## config.mk

```make
export PLATFORM = sky130hd
export DESIGN_NAME = greedy_next_hop_table_flat
export DESIGN_NICKNAME = d
export VERILOG_FILES = /design/src/rtl/core/gnh_pkg.sv /design/src/rtl/core/gnh_in_if.sv /design/src/rtl/core/gnh_out_if.sv /design/src/rtl/core/greedy_next_hop_table.sv /design/src/flat_wrapper.sv
export SDC_FILE = /design/constraint.sdc
export NUM_CORES = 2
export LEC_CHECK = 0
export ABC_AREA = 1
export BUFFER_PORTS_ARGS = -buffer_cell sky130_fd_sc_hd__buf_4
export CORE_ASPECT_RATIO = 0.9
export CORE_UTILIZATION = 50
export CTS_CLUSTER_SIZE = 24
export DETAILED_ROUTE_END_ITERATION = 16
export PLACE_DENSITY_LB_ADDON = 0.15
export SLEW_MARGIN = 20
export SYNTH_ARGS = -nofsm -noshare
export SYNTH_HDL_FRONTEND = slang
export SYNTH_SLANG_ARGS = --single-unit
export TNS_END_PERCENT = 5
```

## constraint.sdc

```tcl
create_clock -name clk -period 7.88 [get_ports clk]
set_input_delay 1.576 -clock clk [delete_from_list [all_inputs] [get_ports clk]]
set_output_delay 1.576 -clock clk [all_outputs]
set_load 0.05 [all_outputs]
```

## src/rtl/core/gnh_pkg.sv

```systemverilog
// ----------------------------------------------------------------------------
// gnh_pkg
// Shared types and constants of the greedy next-hop table.
// ----------------------------------------------------------------------------
package gnh_pkg;

	localparam int unsigned NEIGHBORS = 32;
	localparam int unsigned IDX_W = (NEIGHBORS > 1) ? $clog2(NEIGHBORS) : 1;
	localparam int unsigned CNT_W = $clog2(NEIGHBORS + 1);

	localparam int unsigned COORD_W = 16;
	localparam int unsigned ID_W = 16;
	localparam int unsigned SQ_W = 2 * COORD_W;
	localparam int unsigned DIST_W = SQ_W + 1;
	localparam int unsigned NCOUNT_W = 6;
	localparam int unsigned CFG_IDX_W = 2;
	localparam int unsigned CFG_DATA_W = 16;

	typedef enum logic [CFG_IDX_W-1:0] {
		REG_OWN_ID = 2'd0,
		REG_OWN_X  = 2'd1,
		REG_OWN_Y  = 2'd2
	} gnh_reg_t;

	typedef enum logic {
		MODE_UPDATE = 1'b0,
		MODE_QUERY  = 1'b1
	} gnh_mode_t;

	typedef struct packed {
		logic [ID_W-1:0]    id;
		logic [COORD_W-1:0] x;
		logic [COORD_W-1:0] y;
	} gnh_entry_t;

	typedef enum logic [3:0] {
		ST_IDLE   = 4'b0001,
		ST_SCAN   = 4'b0010,
		ST_DRAIN  = 4'b0100,
		ST_FINISH = 4'b1000
	} gnh_state_t;

endpackage

```

## src/rtl/core/gnh_in_if.sv

```systemverilog
// ----------------------------------------------------------------------------
// gnh_in_if
// Item channel: neighbor announcements and next-hop queries.
// ----------------------------------------------------------------------------
interface gnh_in_if;
	logic        valid;
	logic        ready;
	logic        mode;
	logic [15:0] node_id;
	logic [15:0] pos_x;
	logic [15:0] pos_y;

	modport source (output valid, mode, node_id, pos_x, pos_y, input ready);
	modport sink (input valid, mode, node_id, pos_x, pos_y, output ready);
endinterface

```

## src/rtl/core/gnh_out_if.sv

```systemverilog
// ----------------------------------------------------------------------------
// gnh_out_if
// Result channel: chosen next hop and table status.
// ----------------------------------------------------------------------------
interface gnh_out_if;
	logic        valid;
	logic        ready;
	logic [15:0] next_id;
	logic [15:0] next_x;
	logic [15:0] next_y;
	logic        stuck;
	logic        added;
	logic        table_full;
	logic [5:0]  neighbor_count;

	modport source (output valid, next_id, next_x, next_y, stuck, added, table_full,
		neighbor_count, input ready);
	modport sink (input valid, next_id, next_x, next_y, stuck, added, table_full,
		neighbor_count, output ready);
endinterface

```

## src/rtl/core/greedy_next_hop_table.sv

```systemverilog
// ----------------------------------------------------------------------------
// greedy_next_hop_table
// Neighbor table in one synchronous memory with a greedy next-hop scan.
// ----------------------------------------------------------------------------
// One item at a time. The scan reads one table entry per cycle from the single
// read port of the neighbor memory, followed by a squaring stage, a compare
// stage and the output register. An announcement scans the table for its id
// and, if the id is new and the table has room, appends it at the end; a query
// starts from the own node's distance and keeps the closest neighbor, replacing
// the best so far only on a strictly smaller distance. The next item is taken
// once the result is in the output register, even while that result has not
// yet been taken. No clearing pass is needed after reset. Configuration writes
// are taken at any time.
module greedy_next_hop_table import gnh_pkg::*; (
	input  logic                 clk,
	input  logic                 arst_n,
	gnh_in_if.sink               item,
	gnh_out_if.source            result,
	input  logic                 cfg_we,
	input  logic [CFG_IDX_W-1:0] cfg_index,
	input  logic [CFG_DATA_W-1:0] cfg_data
);

	gnh_state_t state_q;

	logic [ID_W-1:0]    own_id_q;
	logic [COORD_W-1:0] own_x_q;
	logic [COORD_W-1:0] own_y_q;

	logic               mode_q;
	logic [ID_W-1:0]    node_id_q;
	logic [COORD_W-1:0] pos_x_q;
	logic [COORD_W-1:0] pos_y_q;

	logic [CNT_W-1:0] count_q;
	logic [CNT_W-1:0] issue_q;

	gnh_entry_t mem [NEIGHBORS];
	gnh_entry_t rd_data_s1;
	logic       rd_vld_s1;
	logic       own_s1;

	gnh_entry_t entry_s1;
	logic [COORD_W-1:0] dx, dy;

	gnh_entry_t       entry_s2;
	logic             vld_s2;
	logic             own_s2;
	logic [SQ_W-1:0]  sqx_s2;
	logic [SQ_W-1:0]  sqy_s2;
	logic [DIST_W-1:0] sum_s2;

	logic [DIST_W-1:0] best_q;
	gnh_entry_t        best_entry_q;
	logic              found_q;
	logic              present_q;

	logic in_acc;
	logic out_free;
	logic issue;
	logic mem_we;
	logic [CNT_W-1:0] count_next;

	assign in_acc = item.valid && item.ready;
	assign item.ready = (state_q == ST_IDLE);
	assign out_free = !result.valid || result.ready;
	assign issue = (state_q == ST_SCAN) && (issue_q < count_q);
	assign mem_we = (state_q == ST_FINISH) && out_free && (mode_q == MODE_UPDATE)
		&& !present_q && (count_q < CNT_W'(NEIGHBORS));
	assign count_next = mem_we ? count_q + CNT_W'(1) : count_q;

	// configuration registers
	always_ff @(posedge clk or negedge arst_n) begin
		if (!arst_n) begin
			own_id_q <= '0;
			own_x_q  <= '0;
			own_y_q  <= '0;
		end else if (cfg_we) begin
			case (cfg_index)
				REG_OWN_ID: own_id_q <= cfg_data;
				REG_OWN_X:  own_x_q  <= cfg_data;
				REG_OWN_Y:  own_y_q  <= cfg_data;
				default: ;
			endcase
		end
	end

	// neighbor memory, one write and one registered read port
	always_ff @(posedge clk) begin
		if (mem_we) begin
			mem[count_q[IDX_W-1:0]] <= '{id: node_id_q, x: pos_x_q, y: pos_y_q};
		end
		rd_data_s1 <= mem[issue_q[IDX_W-1:0]];
	end

	// item latch
	always_ff @(posedge clk) begin
		if (in_acc) begin
			mode_q    <= item.mode;
			node_id_q <= item.node_id;
			pos_x_q   <= item.pos_x;
			pos_y_q   <= item.pos_y;
		end
	end

	// control
	always_ff @(posedge clk or negedge arst_n) begin
		if (!arst_n) begin
			state_q <= ST_IDLE;
			count_q <= '0;
			issue_q <= '0;
		end else begin
			case (state_q)
				ST_IDLE: begin
					issue_q <= '0;
					if (in_acc) begin
						state_q <= ST_SCAN;
					end
				end
				ST_SCAN: begin
					if (issue) begin
						issue_q <= issue_q + CNT_W'(1);
					end else begin
						state_q <= ST_DRAIN;
					end
				end
				ST_DRAIN: state_q <= ST_FINISH;
				ST_FINISH: begin
					if (out_free) begin
						count_q <= count_next;
						state_q <= ST_IDLE;
					end
				end
				default: state_q <= ST_IDLE;
			endcase
		end
	end

	// read stage valid; the own node enters ahead of the table for a query
	always_ff @(posedge clk or negedge arst_n) begin
		if (!arst_n) begin
			rd_vld_s1 <= 1'b0;
			own_s1    <= 1'b0;
			vld_s2    <= 1'b0;
		end else begin
			rd_vld_s1 <= issue || (in_acc && item.mode == MODE_QUERY);
			own_s1    <= in_acc && item.mode == MODE_QUERY;
			vld_s2    <= rd_vld_s1;
		end
	end

	assign entry_s1 = own_s1 ? gnh_entry_t'{id: own_id_q, x: own_x_q, y: own_y_q}
		: rd_data_s1;
	assign dx = (entry_s1.x > pos_x_q) ? entry_s1.x - pos_x_q : pos_x_q - entry_s1.x;
	assign dy = (entry_s1.y > pos_y_q) ? entry_s1.y - pos_y_q : pos_y_q - entry_s1.y;

	// squaring stage
	always_ff @(posedge clk) begin
		entry_s2 <= entry_s1;
		own_s2   <= own_s1;
		sqx_s2   <= dx * dx;
		sqy_s2   <= dy * dy;
	end

	assign sum_s2 = {1'b0, sqx_s2} + {1'b0, sqy_s2};

	// compare stage
	always_ff @(posedge clk) begin
		if (in_acc) begin
			present_q <= 1'b0;
			found_q   <= 1'b0;
		end else if (vld_s2) begin
			if (mode_q == MODE_QUERY) begin
				if (own_s2) begin
					best_q       <= sum_s2;
					best_entry_q <= entry_s2;
				end else if (sum_s2 < best_q) begin
					best_q       <= sum_s2;
					best_entry_q <= entry_s2;
					found_q      <= 1'b1;
				end
			end else if (entry_s2.id == node_id_q) begin
				present_q <= 1'b1;
			end
		end
	end

	// output register
	always_ff @(posedge clk or negedge arst_n) begin
		if (!arst_n) begin
			result.valid <= 1'b0;
		end else if (state_q == ST_FINISH && out_free) begin
			result.valid <= 1'b1;
		end else if (result.ready) begin
			result.valid <= 1'b0;
		end
	end

	always_ff @(posedge clk) begin
		if (state_q == ST_FINISH && out_free) begin
			result.neighbor_count <= NCOUNT_W'(count_next);
			if (mode_q == MODE_QUERY) begin
				result.next_id    <= best_entry_q.id;
				result.next_x     <= best_entry_q.x;
				result.next_y     <= best_entry_q.y;
				result.stuck      <= !found_q;
				result.added      <= 1'b0;
				result.table_full <= 1'b0;
			end else begin
				result.next_id    <= '0;
				result.next_x     <= '0;
				result.next_y     <= '0;
				result.stuck      <= 1'b0;
				result.added      <= mem_we;
				result.table_full <= !present_q && !mem_we;
			end
		end
	end

endmodule

```

## src/flat_wrapper.sv

```systemverilog
// flat-port wrapper written by rule: the top's interface ports become plain ports
module greedy_next_hop_table_flat import gnh_pkg::*;
  (clk, arst_n, cfg_we, cfg_index, cfg_data, item_valid, item_mode, item_node_id, item_pos_x, item_pos_y, item_ready, result_valid, result_next_id, result_next_x, result_next_y, result_stuck, result_added, result_table_full, result_neighbor_count, result_ready);
  gnh_in_if item_i ();
  gnh_out_if result_i ();
  input  logic clk;
  input  logic arst_n;
  input  logic cfg_we;
  input  logic [CFG_IDX_W-1:0] cfg_index;
  input  logic [CFG_DATA_W-1:0] cfg_data;
  input wire logic [$bits(item_i.valid)-1:0] item_valid;
  input wire logic [$bits(item_i.mode)-1:0] item_mode;
  input wire logic [$bits(item_i.node_id)-1:0] item_node_id;
  input wire logic [$bits(item_i.pos_x)-1:0] item_pos_x;
  input wire logic [$bits(item_i.pos_y)-1:0] item_pos_y;
  output wire logic [$bits(item_i.ready)-1:0] item_ready;
  output wire logic [$bits(result_i.valid)-1:0] result_valid;
  output wire logic [$bits(result_i.next_id)-1:0] result_next_id;
  output wire logic [$bits(result_i.next_x)-1:0] result_next_x;
  output wire logic [$bits(result_i.next_y)-1:0] result_next_y;
  output wire logic [$bits(result_i.stuck)-1:0] result_stuck;
  output wire logic [$bits(result_i.added)-1:0] result_added;
  output wire logic [$bits(result_i.table_full)-1:0] result_table_full;
  output wire logic [$bits(result_i.neighbor_count)-1:0] result_neighbor_count;
  input wire logic [$bits(result_i.ready)-1:0] result_ready;
  assign item_i.valid = item_valid;
  assign item_i.mode = item_mode;
  assign item_i.node_id = item_node_id;
  assign item_i.pos_x = item_pos_x;
  assign item_i.pos_y = item_pos_y;
  assign item_ready = item_i.ready;
  assign result_valid = result_i.valid;
  assign result_next_id = result_i.next_id;
  assign result_next_x = result_i.next_x;
  assign result_next_y = result_i.next_y;
  assign result_stuck = result_i.stuck;
  assign result_added = result_i.added;
  assign result_table_full = result_i.table_full;
  assign result_neighbor_count = result_i.neighbor_count;
  assign result_i.ready = result_ready;
  greedy_next_hop_table u_core (.clk(clk), .arst_n(arst_n), .item(item_i), .result(result_i), .cfg_we(cfg_we), .cfg_index(cfg_index), .cfg_data(cfg_data));
endmodule
```

== After elaboration in Yosys (flattened, before gate mapping) ==
Memories as Yosys holds them, arrays and structs flattened. A register that Yosys moved wholly into a read port is not among the register bits.
Index checks and enable logic that the tools add are counted.
Word-level totals
  output and inout port bits: 59
  memory bits (writable): 1536
  memories kept: 1
  logic and storage cells: 107
  register bits: 370
Memory list
  u_core.mem: words 32, bits a word 48, rd ports 1, clocked after Yosys merged registers in 1, wr ports 1, RTL line greedy_next_hop_table.sv:38  | gnh_entry_t mem [NEIGHBORS];
Operators by class
  magnitude comparators: 5
  bitwise logic cells: 3
  equal/unequal tests: 11
  reduce and logical (&&, ||, !) cells: 27
  $add $sub $neg: 7
  mux-type cells: 18
  multipliers: 2
Operators with widths (number)
  two-way mux 48 bit: 3
  two-way mux 33 bit: 2
  multiplier 16 x 16 -> 32 bit: 2
  subtractor 16 bit: 4
  adder 32 x 32 -> 33 bit: 1
  less-than comparator 33 bit: 1
  greater-than comparator 16 bit: 2
  two-way mux 16 bit: 2
  equality test 16 bit: 1
  case mux 4 bit (4 select lines): 1
  adder 6 x 1 -> 6 bit (second input constant): 2
  two-way mux 4 bit: 3
  two-way mux 6 bit: 2
  case mux 6 bit (2 select lines): 1
  AND reduction 2 bit: 5
  logical AND 1 bit: 8
  AND reduction 4 bit: 2
  less-than comparator 6 bit: 1
  less-than comparator 6 bit (second input constant): 1
  AND reduction 3 bit: 2
  nonzero test 2 bit: 3
  equality test 4 x 1 -> 1 bit (second input constant): 1
  equality test 4 x 2 -> 1 bit (second input constant): 1
  equality test 4 x 3 -> 1 bit (second input constant): 1
  other kinds (10): 21

== Depth between registers and ports, before layout ==
  depth in word-level cells: 8
  gate-level depth with buffers: 43

== Worst setup path before layout ==
No wires, ideal clock.
  path kind: input to register
  start: input result_ready
  end: memory u_core.mem[11][0] (netlist bit) (enable)
  required time: 7.367 ns
  library setup time: 0.513 ns
  stages: 8
  arrival time: 8.625 ns
  path slack: -1.258 ns
  path through: nor2_1 > nor2_1 > nand4_1 > clkinv_1 > nand2_1 > inv_1 > nand2_1 > nor3_1
On the way
  cells in the longest elaborated chain, start to end: 7
Ends and longest elaborated chain
  start, declared: RTL line flat_wrapper.sv:25  | input wire logic [$bits(result_i.ready)-1:0] result_ready;
  logical OR 1 bit: RTL line greedy_next_hop_table.sv:66  | assign out_free = !result.valid || result.ready;
  logical AND 1 bit (2 in series): RTL line greedy_next_hop_table.sv:68  | assign mem_we = (state_q == ST_FINISH) && out_free && (mode_q == MODE_UPDATE)
  logical AND 1 bit (2 in series): RTL line greedy_next_hop_table.sv:69  | && !present_q && (count_q < CNT_W'(NEIGHBORS));
  two-way mux 1 bit: RTL line greedy_next_hop_table.sv:90  | if (mem_we) begin
  two-way mux 1 bit (not written as such): RTL line greedy_next_hop_table.sv:91  | mem[count_q[IDX_W-1:0]] <= '{id: node_id_q, x: pos_x_q, y: pos_y_q};
  end, declared: RTL line greedy_next_hop_table.sv:38
No other way between the ends.

== Final worst setup path ==
  start: register u_core.pos_y_q[15]
  end: register u_core.sqy_s2[27]
On the way
  cells in the longest elaborated chain, start to end: 3
  elaborated cells on any way between the ends: 5
Ends and longest elaborated chain
  start, declared: RTL line greedy_next_hop_table.sv:33  | logic [COORD_W-1:0] pos_y_q;
  start signal, assigned: RTL line greedy_next_hop_table.sv:102  | pos_y_q <= item.pos_y;
  subtractor 16 bit or greater-than comparator 16 bit (tied branches): RTL line greedy_next_hop_table.sv:155  | assign dy = (entry_s1.y > pos_y_q) ? entry_s1.y - pos_y_q : pos_y_q - entry_s1.y;
  two-way mux 16 bit (*): RTL line greedy_next_hop_table.sv:155
  multiplier 16 x 16 -> 32 bit (*): RTL line greedy_next_hop_table.sv:162  | sqy_s2 <= dy * dy;
  end signal, assigned: RTL line greedy_next_hop_table.sv:162
  end, declared: RTL line greedy_next_hop_table.sv:50  | logic [SQ_W-1:0] sqy_s2;
Mark *: on every way between the ends. The rest lies on a longest branch, timed or not.
A chain may end at the register's enable or synchronous reset.

==> impl_results.md <==
- Post-Synth XOR/XNOR Area: 0.0139
- IO buf count: 130
- Post-Place Cells: 10,700
- #FFs+latches synth: 1,952
- Critical Path AT: 8250 ps
- Routed length per instance: 25.0 µm
- GRT Util Overall: 0.292
- Worst-case clock buffer depth: 3
- Clock Pin Slew Worst Setup and Hold Paths: 60 ps
- Nets: 9,202
- CP Class: reg2reg
- Post-Route Setup TNS: 0 ps
- Critical Path RT: 8540 ps
- Rows: 149
- CP startpoint kind: register
- Die width: 457 µm
- Pin count of the biggest net entering global routing: 216
- Fin Hold WS: 364 ps
- DRT iter0 DRCs: 6,876
- Distinct cells, synth: 59
- Htree depth: 4
- Endpoint type of the worst setup path: register
- Hold path depth: 0
- Pre-CTS setup slack: -108 ps
- Synthesis-to-layout area growth: 13.6%
- RSZ-0062 raised after global routing: true
- CTS tree: done
- Initial antenna violation count: 17
- Gr ovfl total: 0
- Min Tclk post-route: 7590 ps
- Finished Layout Cells: 11,100
- CP most frequent cell: nand2_1
- CP max stage cell: edfxtp_1
- Final wirelength: 276 mm
- CTS Sinks: 1,952
- Mapped Cells: 8,137
- Status: finished clean
- CP max FO: 6
- Compound-Gate Fraction of Synth Area: 0.102
- Core Area: 184,000 µm²
- Synthesized area per cell: 11.4 µm²
- Synth Area in Simple Gates: 0.104
- Slowest cell delay on critical path: 610 ps
- GPL Wtd Cong: 0.913
- Final period util: 0.963
- Post-synthesis sequential area ratio: 0.609
- CTS buffer count: 194
- Ports: 131
- Slew @ Worst Pin: 1240 ps
- Skew final: 93.0 ps
- Clock Tree Root: clkbuf_16
- Multiplexer share of the synthesized area: 0.00218
- Vias in the first global route: 61,900
- Layout cells sized above 1: 0.123
- Via density per instance: 5.78
- Net Count, Synth: 8,866
- # DRC: 0
- Antenna viol nets, final: 0
- Post-DP HPWL: 171 mm
- Final setup viols: 0
- Filler cells: 15,400
- Worst Hold Class: reg2reg
- Clock latency on the worst-skew pair: 860 ps
- Reg2Reg Depth: 35
- First-pass DRT Iterations: 6
- Max-cap violations: 0
- Starting density of the core: 0.506
- Final Hold Viols: 0
- Die Area: 188,000 µm²
- Height of the die: 411 µm
- Synth async-reset ratio: 0.0348
- DR vias: 63,900
- Top FF cell, synth: edfxtp_1
- Peak Freq: 0.132 GHz
- Synth Area in Adders: 0.115
- Cell area after synthesis: 93,000 µm²
- Headroom to the max-slew limit: 0.177
- Largest family of logic cells by synthesized area: adder cells
- Post-route setup slack: 291 ps
- Slew Viols, Final: 0
- Global-route wire length before repair: 404 mm
- Post-synth EDFFs: 1,723
- Synth warn: 0
-- layout make-up --
cell class	count	area [µm²]	share of cell area
sequential	1952	56700	0.536
antenna	4	10.0	0.0000947
clock buffer	238	5110	0.0484
tap	2416	3020	0.0286
inverter	934	3560	0.0337
timing repair buffer	514	4140	0.0392
multi-input combinational	4877	32100	0.303
clock inverter	122	1140	0.0108
-- cells by family (layout without fill, tap and decap cells) --
family                   count (synthesis)  after routing
AO/OA/AOI/OAI                         1665           1667
adder cells (fa/ha/maj)                657            657
multiplexers                            18             18
buffers and inverters                 1311           1808
other                                    0              4
XOR/XNOR                               148            148
flip-flops                            1952           1952
AND/OR/NAND/NOR                       2386           2387
-- state kept, by name, indices dropped and copies added (netlist names), 16 cells and up --
register	cells
u_core.sqy_s2	31
u_core.own_x_q	16
u_core.pos_x_q	16
u_core.rd_data_s1	48
u_core.result.next_y	16
u_core.own_y_q	16
u_core.best_entry_q	48
u_core.mem	1536
u_core.sqx_s2	31
u_core.pos_y_q	16
u_core.entry_s2	48
u_core.result.next_x	16
u_core.own_id_q	16
u_core.node_id_q	16
u_core.best_q	33
u_core.result.next_id	16
-- worst max-delay path, delay by kind of cell (launching register included) --
| kind | cells | cell delay (ps) |
|---|---|---|
| adder cells (fa/ha/maj) | 8 | 3750 |
| AO/OA/AOI/OAI | 3 | 570 |
| AND/OR/NAND/NOR | 15 | 1330 |
| flip-flops | 1 | 610 |
| buffers and inverters | 9 | 1160 |
-- repair_timing --
item | in CTS | in global routing
gates resized for setup | 6 | 139
hold endpoints to repair | 0 | 0
buffers inserted | 3 | 14
pin swaps | 0 | 11
hold buffers | 0 | 0
cloned | 0 | 3
endpoints found under the setup margin | 13 | 40
-- per-stage QoR --
step	cell area [µm²]	utilization
after floorplan	93000	-
after global placement	98800	0.537
after detailed placement	98800	0.537
after CTS	105000	0.571
after global routing	106000	0.575
final	106000	0.575
-- cell usage in the layout (no fill, tap or decap), types with 40 or more instances in the layout --
| master | instances |
|---|---|
| clkbuf_16 | 197 |
| nor2_1 | 1012 |
| nor2_4 | 40 |
| o21ai_0 | 939 |
| o221ai_1 | 151 |
| a21oi_1 | 169 |
| buf_4 | 490 |
| nand2_1 | 935 |
| dfxtp_1 | 161 |
| dfrtp_1 | 62 |
| ha_1 | 314 |
| fa_1 | 326 |
| o22ai_1 | 235 |
| o211ai_1 | 53 |
| nand2_2 | 42 |
| xor2_1 | 96 |
| nand4_1 | 71 |
| inv_1 | 887 |
| edfxtp_1 | 1723 |
| nand3_1 | 198 |
| xnor2_1 | 50 |
| clkinv_1 | 42 |
-- Yosys cell counts (53+ instances only) --
master | instances | area (µm²)
o211ai_1 | 53 | 398
a21oi_1 | 195 | 976
nor2_1 | 1055 | 3960
nand4_1 | 71 | 444
fa_1 | 328 | 6570
edfxtp_1 | 1723 | 51700
o221ai_1 | 151 | 1320
xor2_1 | 98 | 858
nand2_1 | 950 | 3570
o22ai_1 | 235 | 1470
o21ai_0 | 967 | 4840
clkbuf_1 | 301 | 1130
dfrtp_1 | 67 | 1680
inv_1 | 897 | 3370
dfxtp_1 | 161 | 3220
ha_1 | 329 | 4120
nand3_1 | 203 | 1020
-- final timing paths --
check,startpoint,to,slack (ps)
worst max register to register,u_core.pos_y_q[15],u_core.sqy_s2[27],290
worst min register to register,u_core.rd_vld_s1,u_core.vld_s2,360
min in group asynchronous,arst_n,u_core.own_id_q[10],870
worst max-delay path,u_core.pos_y_q[15],u_core.sqy_s2[27],290
max in group asynchronous,arst_n,u_core.own_s1,6220
worst min-delay path,u_core.rd_vld_s1,u_core.vld_s2,360
-- layer usage --
| metal | vias to the layer above | track usage | wire (µm) |
|---|---|---|---|
| met5 | - | 0 | 80 |
| met3 | 405 | 0.0514 | 24000 |
| met1 | 31900 | 0.413 | 116000 |
| met4 | 12 | 0.0796 | 7040 |
| li1 | 28900 | - | - |
| met2 | 2719 | 0.465 | 128000 |
Power is not shown: default switching activity piles up to over one toggle a cycle in this logic, so the estimate is an artifact.
